File: config.mk
export PLATFORM = sky130hd
export DESIGN_NAME = cluster_formation_packet_handler_flat
export DESIGN_NICKNAME = d
export VERILOG_FILES = /design/src/rtl/cfph_pkg.sv /design/src/rtl/cfph_in_if.sv /design/src/rtl/cfph_out_if.sv /design/src/rtl/cfph_cfg_if.sv /design/src/rtl/cfph_front.sv /design/src/rtl/cfph_queue.sv /design/src/rtl/cfph_back.sv /design/src/rtl/cluster_formation_packet_handler.sv /design/src/flat_wrapper.sv
export SDC_FILE = /design/constraint.sdc
export NUM_CORES = 1
export LEC_CHECK = 0
export BUFFER_PORTS_ARGS = -buffer_cell sky130_fd_sc_hd__clkbuf_2
export CAP_MARGIN = 20
export CORE_MARGIN = 10
export CORE_UTILIZATION = 35
export CTS_CLUSTER_DIAMETER = 100
export CTS_CLUSTER_SIZE = 30
export DETAILED_ROUTE_END_ITERATION = 10
export GPL_ROUTABILITY_DRIVEN = 0
export PLACE_DENSITY_LB_ADDON = 0.25
export SETUP_SLACK_MARGIN = 0.1
export SLEW_MARGIN = 40
export SYNTH_ARGS = -nofsm -noshare
export SYNTH_HDL_FRONTEND = slang
export SYNTH_SLANG_ARGS = --single-unit
File: constraint.sdc
create_clock -name i_clk -period 9.32 [get_ports i_clk]
set_input_delay 0.466 -clock i_clk [delete_from_list [all_inputs] [get_ports i_clk]]
set_output_delay 0.466 -clock i_clk [all_outputs]
set_load 0.01 [all_outputs]
File: src/rtl/cfph_pkg.sv
`timescale 1ns / 1ps
// ----------------------------------------------------------------------------
// cfph_pkg
// types and constants shared by the cluster formation packet handler
// ----------------------------------------------------------------------------
package cfph_pkg;

    localparam int ADDR_W        = 16;
    localparam int KIND_W        = 2;
    localparam int MEMBER_DEPTH  = 16;
    localparam int CLUSTER_SLOTS = 4;
    localparam int SLOT_FIELDS   = 4;
    localparam int QUEUE_DEPTH   = 2;

    localparam int MEMBER_CNT_W = $clog2(MEMBER_DEPTH + 1);
    localparam int MEMBER_IDX_W = (MEMBER_DEPTH > 1) ? $clog2(MEMBER_DEPTH) : 1;
    localparam int EXTRA_W      = $clog2(CLUSTER_SLOTS + 2);
    localparam int QPTR_W       = (QUEUE_DEPTH > 1) ? $clog2(QUEUE_DEPTH) : 1;
    localparam int QCNT_W       = $clog2(QUEUE_DEPTH + 1);

    typedef logic [ADDR_W-1:0] t_addr;

    typedef enum logic [KIND_W-1:0] {
        KIND_BCAST   = 2'd0,
        KIND_RECRUIT = 2'd1,
        KIND_JOIN    = 2'd2
    } t_kind;

    // one packet leaving the block
    typedef struct packed {
        t_kind                   kind;
        t_addr                   msg_id;
        t_addr                   origin;
        t_addr                   net_dst;
        t_addr                   link_dst;
        logic                    is_bcast;
        t_addr [SLOT_FIELDS-1:0] slots;
        logic                    last;
    } t_pkt;

    // work handed from front to back: a lead packet and a run of recruits
    typedef struct packed {
        t_pkt                    lead;
        logic [EXTRA_W-1:0]      extra_cnt;
        t_addr                   extra_origin;
    } t_job;

endpackage

File: src/rtl/cfph_in_if.sv
`timescale 1ns / 1ps
// ----------------------------------------------------------------------------
// cfph_in_if
// received packet channel
// ----------------------------------------------------------------------------
interface cfph_in_if;
    logic                 valid;
    logic                 ready;
    logic [1:0]           packet_kind;
    cfph_pkg::t_addr      message_id;
    cfph_pkg::t_addr      origin_address;
    cfph_pkg::t_addr      sender_address;
    cfph_pkg::t_addr      cluster_slot0;
    cfph_pkg::t_addr      cluster_slot1;
    cfph_pkg::t_addr      cluster_slot2;
    cfph_pkg::t_addr      cluster_slot3;

    modport source (
        output valid, packet_kind, message_id, origin_address, sender_address,
               cluster_slot0, cluster_slot1, cluster_slot2, cluster_slot3,
        input  ready
    );
    modport sink (
        input  valid, packet_kind, message_id, origin_address, sender_address,
               cluster_slot0, cluster_slot1, cluster_slot2, cluster_slot3,
        output ready
    );
endinterface

File: src/rtl/cfph_out_if.sv
`timescale 1ns / 1ps
// ----------------------------------------------------------------------------
// cfph_out_if
// sent packet channel
// ----------------------------------------------------------------------------
interface cfph_out_if;
    logic                 valid;
    logic                 ready;
    logic [1:0]           out_kind;
    cfph_pkg::t_addr      out_message_id;
    cfph_pkg::t_addr      out_origin;
    cfph_pkg::t_addr      out_net_destination;
    cfph_pkg::t_addr      out_link_destination;
    logic                 out_is_broadcast;
    cfph_pkg::t_addr      out_slot0;
    cfph_pkg::t_addr      out_slot1;
    cfph_pkg::t_addr      out_slot2;
    cfph_pkg::t_addr      out_slot3;
    logic                 out_last;

    modport source (
        output valid, out_kind, out_message_id, out_origin, out_net_destination,
               out_link_destination, out_is_broadcast, out_slot0, out_slot1,
               out_slot2, out_slot3, out_last,
        input  ready
    );
    modport sink (
        input  valid, out_kind, out_message_id, out_origin, out_net_destination,
               out_link_destination, out_is_broadcast, out_slot0, out_slot1,
               out_slot2, out_slot3, out_last,
        output ready
    );
endinterface

File: src/rtl/cfph_cfg_if.sv
`timescale 1ns / 1ps
// ----------------------------------------------------------------------------
// cfph_cfg_if
// own address write channel
// ----------------------------------------------------------------------------
interface cfph_cfg_if;
    logic                 valid;
    logic                 ready;
    cfph_pkg::t_addr      data;

    modport source (output valid, data, input ready);
    modport sink   (input valid, data, output ready);
endinterface

File: src/rtl/cfph_front.sv
`timescale 1ns / 1ps
// ----------------------------------------------------------------------------
// cfph_front
// accepts received packets, updates node state and queues the send work
// ----------------------------------------------------------------------------
module cfph_front (
    input  logic              i_clk,
    input  logic              i_rst_n,
    cfph_in_if.sink           i_pkt,
    cfph_cfg_if.sink          i_cfg,
    input  logic              i_full,
    output logic              o_push,
    output cfph_pkg::t_job    o_job
);
    import cfph_pkg::*;

    logic                    r_seen_valid, n_seen_valid;
    t_addr                   r_seen_id, n_seen_id;
    t_addr                   r_sink_addr, n_sink_addr;
    t_addr                   r_head_addr, n_head_addr;
    logic                    r_head_known, n_head_known;
    t_addr                   r_back_hop, n_back_hop;
    t_addr                   r_own_addr;
    logic [MEMBER_CNT_W-1:0] r_member_cnt, n_member_cnt;
    t_addr                   r_member_table [MEMBER_DEPTH];

    logic                    accept;
    logic                    member_we;
    logic [EXTRA_W-1:0]      match_cnt;
    t_addr [SLOT_FIELDS-1:0] slot_in;
    t_job                    job;
    logic                    push;

    assign i_pkt.ready = !i_full;
    assign i_cfg.ready = 1'b1;
    assign accept      = i_pkt.valid && i_pkt.ready;

    assign slot_in[0] = i_pkt.cluster_slot0;
    assign slot_in[1] = i_pkt.cluster_slot1;
    assign slot_in[2] = i_pkt.cluster_slot2;
    assign slot_in[3] = i_pkt.cluster_slot3;

    // slots naming this node
    always_comb begin
        match_cnt = '0;
        for (int i = 0; i < SLOT_FIELDS; i++) begin
            if (i < CLUSTER_SLOTS && slot_in[i] == r_own_addr) begin
                match_cnt = match_cnt + EXTRA_W'(1);
            end
        end
    end

    always_comb begin
        n_seen_valid = r_seen_valid;
        n_seen_id    = r_seen_id;
        n_sink_addr  = r_sink_addr;
        n_head_addr  = r_head_addr;
        n_head_known = r_head_known;
        n_back_hop   = r_back_hop;
        n_member_cnt = r_member_cnt;
        member_we    = 1'b0;
        push         = 1'b0;
        job          = '0;
        job.lead.kind = KIND_JOIN;
        if (accept) begin
            case (i_pkt.packet_kind)
                KIND_BCAST: begin
                    if (!(r_seen_valid && r_seen_id == i_pkt.message_id)) begin
                        n_seen_valid          = 1'b1;
                        n_seen_id             = i_pkt.message_id;
                        n_sink_addr           = i_pkt.origin_address;
                        push                  = 1'b1;
                        job.lead.kind         = KIND_BCAST;
                        job.lead.msg_id       = i_pkt.message_id;
                        job.lead.origin       = i_pkt.origin_address;
                        job.lead.is_bcast     = 1'b1;
                        job.lead.slots        = slot_in;
                        job.extra_cnt         = match_cnt;
                        job.extra_origin      = r_own_addr;
                        if (match_cnt != '0) begin
                            n_head_addr  = r_own_addr;
                            n_head_known = 1'b1;
                        end
                    end
                end
                KIND_RECRUIT: begin
                    if (!r_head_known) begin
                        n_head_addr       = i_pkt.origin_address;
                        n_head_known      = 1'b1;
                        n_back_hop        = i_pkt.sender_address;
                        push              = 1'b1;
                        job.lead.kind     = KIND_JOIN;
                        job.lead.origin   = r_own_addr;
                        job.lead.net_dst  = i_pkt.origin_address;
                        job.lead.link_dst = i_pkt.sender_address;
                        job.extra_cnt     = EXTRA_W'(1);
                        job.extra_origin  = i_pkt.origin_address;
                    end
                end
                KIND_JOIN: begin
                    if (r_head_known && r_head_addr == r_own_addr) begin
                        if (r_member_cnt < MEMBER_CNT_W'(MEMBER_DEPTH)) begin
                            member_we    = 1'b1;
                            n_member_cnt = r_member_cnt + MEMBER_CNT_W'(1);
                        end
                    end else begin
                        push              = 1'b1;
                        job.lead.kind     = KIND_JOIN;
                        job.lead.origin   = i_pkt.origin_address;
                        job.lead.net_dst  = r_back_hop;
                        job.lead.link_dst = r_back_hop;
                    end
                end
                default: begin
                end
            endcase
        end
    end

    always_ff @(posedge i_clk) begin
        if (!i_rst_n) begin
            r_seen_valid <= 1'b0;
            r_seen_id    <= '0;
            r_sink_addr  <= '0;
            r_head_addr  <= '0;
            r_head_known <= 1'b0;
            r_back_hop   <= '0;
            r_member_cnt <= '0;
            r_own_addr   <= '0;
        end else begin
            r_seen_valid <= n_seen_valid;
            r_seen_id    <= n_seen_id;
            r_sink_addr  <= n_sink_addr;
            r_head_addr  <= n_head_addr;
            r_head_known <= n_head_known;
            r_back_hop   <= n_back_hop;
            r_member_cnt <= n_member_cnt;
            if (i_cfg.valid && i_cfg.ready) begin
                r_own_addr <= i_cfg.data;
            end
        end
    end

    // member table
    always_ff @(posedge i_clk) begin
        if (member_we) begin
            r_member_table[r_member_cnt[MEMBER_IDX_W-1:0]] <= i_pkt.origin_address;
        end
    end

    assign o_push = push;
    assign o_job  = job;

endmodule

File: src/rtl/cfph_queue.sv
`timescale 1ns / 1ps
// ----------------------------------------------------------------------------
// cfph_queue
// short work queue between front and back
// ----------------------------------------------------------------------------
module cfph_queue (
    input  logic              i_clk,
    input  logic              i_rst_n,
    input  logic              i_push,
    input  cfph_pkg::t_job    i_data,
    output logic              o_full,
    input  logic              i_pop,
    output logic              o_valid,
    output cfph_pkg::t_job    o_data
);
    import cfph_pkg::*;

    t_job              r_mem [QUEUE_DEPTH];
    logic [QPTR_W-1:0] r_wr_ptr, n_wr_ptr;
    logic [QPTR_W-1:0] r_rd_ptr, n_rd_ptr;
    logic [QCNT_W-1:0] r_cnt, n_cnt;
    logic              do_push, do_pop;

    assign o_full  = (r_cnt == QCNT_W'(QUEUE_DEPTH));
    assign o_valid = (r_cnt != '0);
    assign o_data  = r_mem[r_rd_ptr];
    assign do_push = i_push && !o_full;
    assign do_pop  = i_pop && o_valid;

    always_comb begin
        n_wr_ptr = r_wr_ptr;
        n_rd_ptr = r_rd_ptr;
        n_cnt    = r_cnt;
        if (do_push) begin
            n_wr_ptr = (r_wr_ptr == QPTR_W'(QUEUE_DEPTH - 1)) ? '0 : r_wr_ptr + QPTR_W'(1);
        end
        if (do_pop) begin
            n_rd_ptr = (r_rd_ptr == QPTR_W'(QUEUE_DEPTH - 1)) ? '0 : r_rd_ptr + QPTR_W'(1);
        end
        if (do_push && !do_pop) begin
            n_cnt = r_cnt + QCNT_W'(1);
        end else if (do_pop && !do_push) begin
            n_cnt = r_cnt - QCNT_W'(1);
        end
    end

    always_ff @(posedge i_clk) begin
        if (!i_rst_n) begin
            r_wr_ptr <= '0;
            r_rd_ptr <= '0;
            r_cnt    <= '0;
        end else begin
            r_wr_ptr <= n_wr_ptr;
            r_rd_ptr <= n_rd_ptr;
            r_cnt    <= n_cnt;
        end
    end

    always_ff @(posedge i_clk) begin
        if (do_push) begin
            r_mem[r_wr_ptr] <= i_data;
        end
    end

endmodule

File: src/rtl/cfph_back.sv
`timescale 1ns / 1ps
// ----------------------------------------------------------------------------
// cfph_back
// expands queued work into sent packets, one per cycle unless the output stalls, into an output register
// ----------------------------------------------------------------------------
module cfph_back (
    input  logic              i_clk,
    input  logic              i_rst_n,
    input  logic              i_valid,
    input  cfph_pkg::t_job    i_job,
    output logic              o_pop,
    cfph_out_if.source        o_pkt
);
    import cfph_pkg::*;

    t_job               r_job;
    logic               r_busy;
    logic               r_first;
    logic [EXTRA_W-1:0] r_rem;
    t_pkt               r_out;
    logic               r_out_valid;

    logic               adv;
    logic               emit;
    logic               emit_last;
    logic               pop;
    t_pkt               pkt;

    assign adv  = !r_out_valid || o_pkt.ready;
    assign emit = r_busy && adv;

    always_comb begin
        if (r_first) begin
            pkt      = r_job.lead;
            pkt.last = (r_job.extra_cnt == '0);
        end else begin
            pkt          = '0;
            pkt.kind     = KIND_RECRUIT;
            pkt.origin   = r_job.extra_origin;
            pkt.is_bcast = 1'b1;
            pkt.last     = (r_rem == EXTRA_W'(1));
        end
    end

    assign emit_last = emit && pkt.last;
    assign pop       = i_valid && (!r_busy || emit_last);
    assign o_pop     = pop;

    always_ff @(posedge i_clk) begin
        if (!i_rst_n) begin
            r_busy      <= 1'b0;
            r_first     <= 1'b0;
            r_rem       <= '0;
            r_out_valid <= 1'b0;
        end else begin
            if (pop) begin
                r_busy  <= 1'b1;
                r_first <= 1'b1;
            end else begin
                if (emit_last) begin
                    r_busy <= 1'b0;
                end
                if (emit) begin
                    r_first <= 1'b0;
                end
            end
            if (emit) begin
                r_rem <= r_first ? r_job.extra_cnt : r_rem - EXTRA_W'(1);
            end
            if (emit) begin
                r_out_valid <= 1'b1;
            end else if (adv) begin
                r_out_valid <= 1'b0;
            end
        end
    end

    always_ff @(posedge i_clk) begin
        if (pop) begin
            r_job <= i_job;
        end
        if (emit) begin
            r_out <= pkt;
        end
    end

    assign o_pkt.valid                = r_out_valid;
    assign o_pkt.out_kind             = r_out.kind;
    assign o_pkt.out_message_id       = r_out.msg_id;
    assign o_pkt.out_origin           = r_out.origin;
    assign o_pkt.out_net_destination  = r_out.net_dst;
    assign o_pkt.out_link_destination = r_out.link_dst;
    assign o_pkt.out_is_broadcast     = r_out.is_bcast;
    assign o_pkt.out_slot0            = r_out.slots[0];
    assign o_pkt.out_slot1            = r_out.slots[1];
    assign o_pkt.out_slot2            = r_out.slots[2];
    assign o_pkt.out_slot3            = r_out.slots[3];
    assign o_pkt.out_last             = r_out.last;

endmodule

File: src/rtl/cluster_formation_packet_handler.sv
`timescale 1ns / 1ps
// ----------------------------------------------------------------------------
// cluster_formation_packet_handler
// cluster formation routing: handles received broadcast, recruit and join
// packets and sends the packets this node answers with
// ----------------------------------------------------------------------------
// A received packet is taken while the two-entry work queue has room; node
// state (last broadcast id, head, back hop, member table) is updated at that
// transfer. The back end sends one packet per cycle while the output is not
// stalled; an input causes one to five sent packets, or none. The first sent
// packet passes the queue entry, the back end job register and the output
// register. The own address register is written through the configuration
// channel, which is always ready.
module cluster_formation_packet_handler (
    input  logic       i_clk,
    input  logic       i_rst_n,
    cfph_in_if.sink    i_pkt,
    cfph_cfg_if.sink   i_cfg,
    cfph_out_if.source o_pkt
);
    import cfph_pkg::*;

    logic push;
    logic full;
    logic pop;
    logic q_valid;
    t_job push_job;
    t_job q_job;

    cfph_front u_front (
        .i_clk   (i_clk),
        .i_rst_n (i_rst_n),
        .i_pkt   (i_pkt),
        .i_cfg   (i_cfg),
        .i_full  (full),
        .o_push  (push),
        .o_job   (push_job)
    );

    cfph_queue u_queue (
        .i_clk   (i_clk),
        .i_rst_n (i_rst_n),
        .i_push  (push),
        .i_data  (push_job),
        .o_full  (full),
        .i_pop   (pop),
        .o_valid (q_valid),
        .o_data  (q_job)
    );

    cfph_back u_back (
        .i_clk   (i_clk),
        .i_rst_n (i_rst_n),
        .i_valid (q_valid),
        .i_job   (q_job),
        .o_pop   (pop),
        .o_pkt   (o_pkt)
    );

endmodule
File: src/flat_wrapper.sv
// flat-port wrapper written by rule: the top's interface ports become plain ports
module cluster_formation_packet_handler_flat import cfph_pkg::*;
  (i_clk, i_rst_n, i_pkt_valid, i_pkt_packet_kind, i_pkt_message_id, i_pkt_origin_address, i_pkt_sender_address, i_pkt_cluster_slot0, i_pkt_cluster_slot1, i_pkt_cluster_slot2, i_pkt_cluster_slot3, i_pkt_ready, i_cfg_valid, i_cfg_data, i_cfg_ready, o_pkt_valid, o_pkt_out_kind, o_pkt_out_message_id, o_pkt_out_origin, o_pkt_out_net_destination, o_pkt_out_link_destination, o_pkt_out_is_broadcast, o_pkt_out_slot0, o_pkt_out_slot1, o_pkt_out_slot2, o_pkt_out_slot3, o_pkt_out_last, o_pkt_ready);
  cfph_in_if i_pkt_i ();
  cfph_cfg_if i_cfg_i ();
  cfph_out_if o_pkt_i ();
  input  logic i_clk;
  input  logic i_rst_n;
  input wire logic [$bits(i_pkt_i.valid)-1:0] i_pkt_valid;
  input wire logic [$bits(i_pkt_i.packet_kind)-1:0] i_pkt_packet_kind;
  input wire logic [$bits(i_pkt_i.message_id)-1:0] i_pkt_message_id;
  input wire logic [$bits(i_pkt_i.origin_address)-1:0] i_pkt_origin_address;
  input wire logic [$bits(i_pkt_i.sender_address)-1:0] i_pkt_sender_address;
  input wire logic [$bits(i_pkt_i.cluster_slot0)-1:0] i_pkt_cluster_slot0;
  input wire logic [$bits(i_pkt_i.cluster_slot1)-1:0] i_pkt_cluster_slot1;
  input wire logic [$bits(i_pkt_i.cluster_slot2)-1:0] i_pkt_cluster_slot2;
  input wire logic [$bits(i_pkt_i.cluster_slot3)-1:0] i_pkt_cluster_slot3;
  output wire logic [$bits(i_pkt_i.ready)-1:0] i_pkt_ready;
  input wire logic [$bits(i_cfg_i.valid)-1:0] i_cfg_valid;
  input wire logic [$bits(i_cfg_i.data)-1:0] i_cfg_data;
  output wire logic [$bits(i_cfg_i.ready)-1:0] i_cfg_ready;
  output wire logic [$bits(o_pkt_i.valid)-1:0] o_pkt_valid;
  output wire logic [$bits(o_pkt_i.out_kind)-1:0] o_pkt_out_kind;
  output wire logic [$bits(o_pkt_i.out_message_id)-1:0] o_pkt_out_message_id;
  output wire logic [$bits(o_pkt_i.out_origin)-1:0] o_pkt_out_origin;
  output wire logic [$bits(o_pkt_i.out_net_destination)-1:0] o_pkt_out_net_destination;
  output wire logic [$bits(o_pkt_i.out_link_destination)-1:0] o_pkt_out_link_destination;
  output wire logic [$bits(o_pkt_i.out_is_broadcast)-1:0] o_pkt_out_is_broadcast;
  output wire logic [$bits(o_pkt_i.out_slot0)-1:0] o_pkt_out_slot0;
  output wire logic [$bits(o_pkt_i.out_slot1)-1:0] o_pkt_out_slot1;
  output wire logic [$bits(o_pkt_i.out_slot2)-1:0] o_pkt_out_slot2;
  output wire logic [$bits(o_pkt_i.out_slot3)-1:0] o_pkt_out_slot3;
  output wire logic [$bits(o_pkt_i.out_last)-1:0] o_pkt_out_last;
  input wire logic [$bits(o_pkt_i.ready)-1:0] o_pkt_ready;
  assign i_pkt_i.valid = i_pkt_valid;
  assign i_pkt_i.packet_kind = i_pkt_packet_kind;
  assign i_pkt_i.message_id = i_pkt_message_id;
  assign i_pkt_i.origin_address = i_pkt_origin_address;
  assign i_pkt_i.sender_address = i_pkt_sender_address;
  assign i_pkt_i.cluster_slot0 = i_pkt_cluster_slot0;
  assign i_pkt_i.cluster_slot1 = i_pkt_cluster_slot1;
  assign i_pkt_i.cluster_slot2 = i_pkt_cluster_slot2;
  assign i_pkt_i.cluster_slot3 = i_pkt_cluster_slot3;
  assign i_pkt_ready = i_pkt_i.ready;
  assign i_cfg_i.valid = i_cfg_valid;
  assign i_cfg_i.data = i_cfg_data;
  assign i_cfg_ready = i_cfg_i.ready;
  assign o_pkt_valid = o_pkt_i.valid;
  assign o_pkt_out_kind = o_pkt_i.out_kind;
  assign o_pkt_out_message_id = o_pkt_i.out_message_id;
  assign o_pkt_out_origin = o_pkt_i.out_origin;
  assign o_pkt_out_net_destination = o_pkt_i.out_net_destination;
  assign o_pkt_out_link_destination = o_pkt_i.out_link_destination;
  assign o_pkt_out_is_broadcast = o_pkt_i.out_is_broadcast;
  assign o_pkt_out_slot0 = o_pkt_i.out_slot0;
  assign o_pkt_out_slot1 = o_pkt_i.out_slot1;
  assign o_pkt_out_slot2 = o_pkt_i.out_slot2;
  assign o_pkt_out_slot3 = o_pkt_i.out_slot3;
  assign o_pkt_out_last = o_pkt_i.out_last;
  assign o_pkt_i.ready = o_pkt_ready;
  cluster_formation_packet_handler u_core (.i_clk(i_clk), .i_rst_n(i_rst_n), .i_pkt(i_pkt_i), .i_cfg(i_cfg_i), .o_pkt(o_pkt_i));
endmodule
==> flow_summary.toml <==
[yosys]
synth-edff-count = 579
synthXorXnorAreaFrac_pct = 3.46
synth_mux_area_share_pct = 7.94
synth_area_leaders = "edfxtp_1, mux2_2, dfxtp_1"
yosysTopAreaCell = "edfxtp_1"
synthSimpleGateAreaFrac_pct = 8.60
syn_nets = 1766
ys_seq_area_share_pct = 73.3
ys_ff_latch = 655
syn_inst = 1621
synthAdderAreaFrac_pct = 0.485
yosysTopAreaCellShare_pct = 67.4
synthArstFlopShare_pct = 0
avgSynthCellArea_sq_um = 15.9
netlist_area_sq_um = 25800
ys.warnings.count = 0
synthFlopType = "edfxtp_1"
synth.distinct_cells = 48
synth_top_family_by_area = "simple AND/OR/NAND/NOR gates"
synth_compound_area_share_pct = 4.15

[cts]
numCtsBuffers = 28
htree_levels = 1
numClockSinks = 655
cts_tree = "done"
postCtsSetupBuffers = 0
clkTransAtPathRegs_ns = 0.12
clk_latency_ns = 0.63
cts_buffer_depth = 3
cts_root_buffer = "clkbuf_16"
ctsResizeCount = 0
cts_hold_buf = 0

[power_and_ir_drop]
leakage_nw = 10.3
power_frac_comb_pct = 22.0
power_frac_clock_pct = 21.2
p_per_area_nw_per_um2 = 255
p_sw_share_pct = 29.0
ir_drop_mv = 0.159
power_frac_seq_pct = 56.8
power.switching_mw = 2.16
internal_power_mw = 5.28

[sta]
setup_viol = 0
slew_violations = 0
fin_crit_ns = 4.42
skew_ns = 0.0301
tightestPinTransition_ns = 0.760
rsz0062_at_grt = "no"
tns_ns = 0
fin_crit_sh_pct = 47.4
hold_violations = 0
setup_slack_ns = 4.90
slew_headroom_pct = 49.2
max_freq_ghz = 0.226
hold_ws_ns = 0.0861

[finish]
largestRegisters = "u_core.u_queue.r_mem (298), u_core.u_back.r_job (149)"
nets = 1987
drive_gt1_share_pct = 27.9
final_core_util_pct = 40.0
area_growth_pct = 13.2
regMostFlops = "u_core.u_queue.r_mem"
fillers = 6719
multi_input_area_sq_um = 6420
final-seq-area_sq_um = 18900
largest_reg_flops = 298

[job]
max-cap-violations = 0

[status]
outcome = "completed"

[min_path]
hold_path.class = "in -> reg"
hold_depth = 3

[floorplanning]
num_rows = 99
die-area_sq_um = 85000
core-area_sq_um = 73100
die_w_um = 292
die_h_um = 292
pin_count = 270
start_util_pct = 35.3

[setup_path]
end_kind = "flip-flop"
cp-start-kind = "flip-flop"
criticalPathCategory = "reg -> reg"
r2r_cells = 9
worst_ep_arrival_time_ns = 4.68
critPathRequiredTime_ns = 9.58
crit_fanout = 96

[grt]
antenna_found_initial = 9
grt_overflow = 0
grt_pass1_vias = 14192
track_usage_pct = 14.6
grt_first_pass_wirelength_um = 94300
grt_max_degree = 134

[detailed_routing]
wirelength_um = 64300
firstDrtPassIters = 5
drt-initial-drc-count = 947
dr_total_vias = 13724
vias_per_cell = 4.86
antenna_left = 0
wl_per_cell_um = 22.8
drcViolationCount = 0

[placed_design]
dpl.hpwl_um = 43300
io_buffers = 268
pre_cts_ws_ns = 5.01
==> final timing paths <==
path                                              from                                        end  slack (ns)
max          u_core.u_front.r_own_addr[5]$_SDFFE_PN0P_      u_core.u_queue.r_mem[1][57]$_DFFE_PP_        4.90
max reg2reg  u_core.u_front.r_own_addr[5]$_SDFFE_PN0P_      u_core.u_queue.r_mem[1][57]$_DFFE_PP_        4.90
min reg2reg  u_core.u_front.r_back_hop[1]$_SDFFE_PN0P_  u_core.u_front.r_back_hop[1]$_SDFFE_PN0P_        0.47
min                                      i_cfg_data[2]  u_core.u_front.r_own_addr[2]$_SDFFE_PN0P_        0.09
==> cell type report <==
class                           instances  area share (%)
Sequential cell                       655            64.8
Multi-Input combinational cell        849            22.0
Timing Repair Buffer                  286            5.59
Tap cell                              959            4.11
Clock buffer                           42            2.72
Clock inverter                          9           0.484
Inverter                               22           0.308
Antenna cell                            3          0.0257
==> synthesized netlist by cell type, types with 2 or more instances <==
cell type	instances
o221a_1	10
nor4b_1	3
buf_6	8
buf_1	3
nor4_1	12
a211oi_1	4
buf_2	6
nor4_2	6
and4_1	2
and2_1	204
mux2i_1	19
a22o_1	17
buf_4	5
ha_1	10
edfxtp_1	579
xor2_1	68
o21ai_0	4
nand3_1	5
o22a_1	15
dfxtp_1	76
nor2_1	52
nand2b_1	4
xnor2_1	34
a21oi_1	57
mux2_2	165
inv_1	21
nand2_1	99
o221a_2	6
o21a_1	14
nand4_1	8
or3_1	2
clkbuf_1	72
a22oi_1	16
==> cells by family after synthesis <==
family | after synthesis
DFF | 655
and+or+nand+nor | 404
muxes | 184
AOI/OAI and AO/OA | 148
buffers and inverters | 117
xor gates and xnor gates | 102
adders and majority gates | 10
other | 1
==> worst max-delay path, cell delays in order (launching register included) <==
cell,delay [ns]
dfxtp_1,0.73
xnor2_1,0.15
nand4_1,0.10
nor4_1,0.10
a31oi_4,0.56
a21o_1,0.60
o21bai_1,0.34
nor2_4,0.55
buf_12,0.31
buf_16,0.45
==> layout by cell type, fill, tap and decap left out, drive strengths merged, types with 9 or more instances in the layout <==
master  instances
nand4           9
buf            18
o221a          16
ha             10
dfxtp          76
xor2           68
nand2          99
mux2i          19
and2          204
o21a           14
o22a           15
clkbuf        310
nor2           52
a22oi          16
inv            25
a21oi          57
xnor2          34
edfxtp        579
mux2          165
nor4           19
a22o           17
==> power by group through the flow <==
stage | Combinational (mW) | Sequential (mW) | Clock (mW)
final | 1.63 | 4.22 | 1.58
after global placement | 1.64 | 4.30 | 0
after detailed placement | 1.66 | 4.31 | 0
after CTS | 1.68 | 4.24 | 1.64
after global routing | 1.81 | 4.29 | 1.73
after floorplan | 0.946 | 4.39 | 0
==> metal layers <==
layer	wire, um	vias up	GRT usage, %
met5	86	-	0
met4	1750	12	4.31
met1	27400	6937	18.8
met3	3860	91	3.10
li1	-	6338	-
met2	31200	346	24.6
==> per-stage QoR <==
stage               cell area (sq um)  power [mW]  std cells
floorplan                       25800        5.34       1621
global placement                28100        5.94       2765
detailed placement              28100        5.97       2766
CTS                             29100        7.55       2817
global route                    29200        7.83       2825
finish                          29200        7.44       2825
Power figures use the tool's default switching activity.
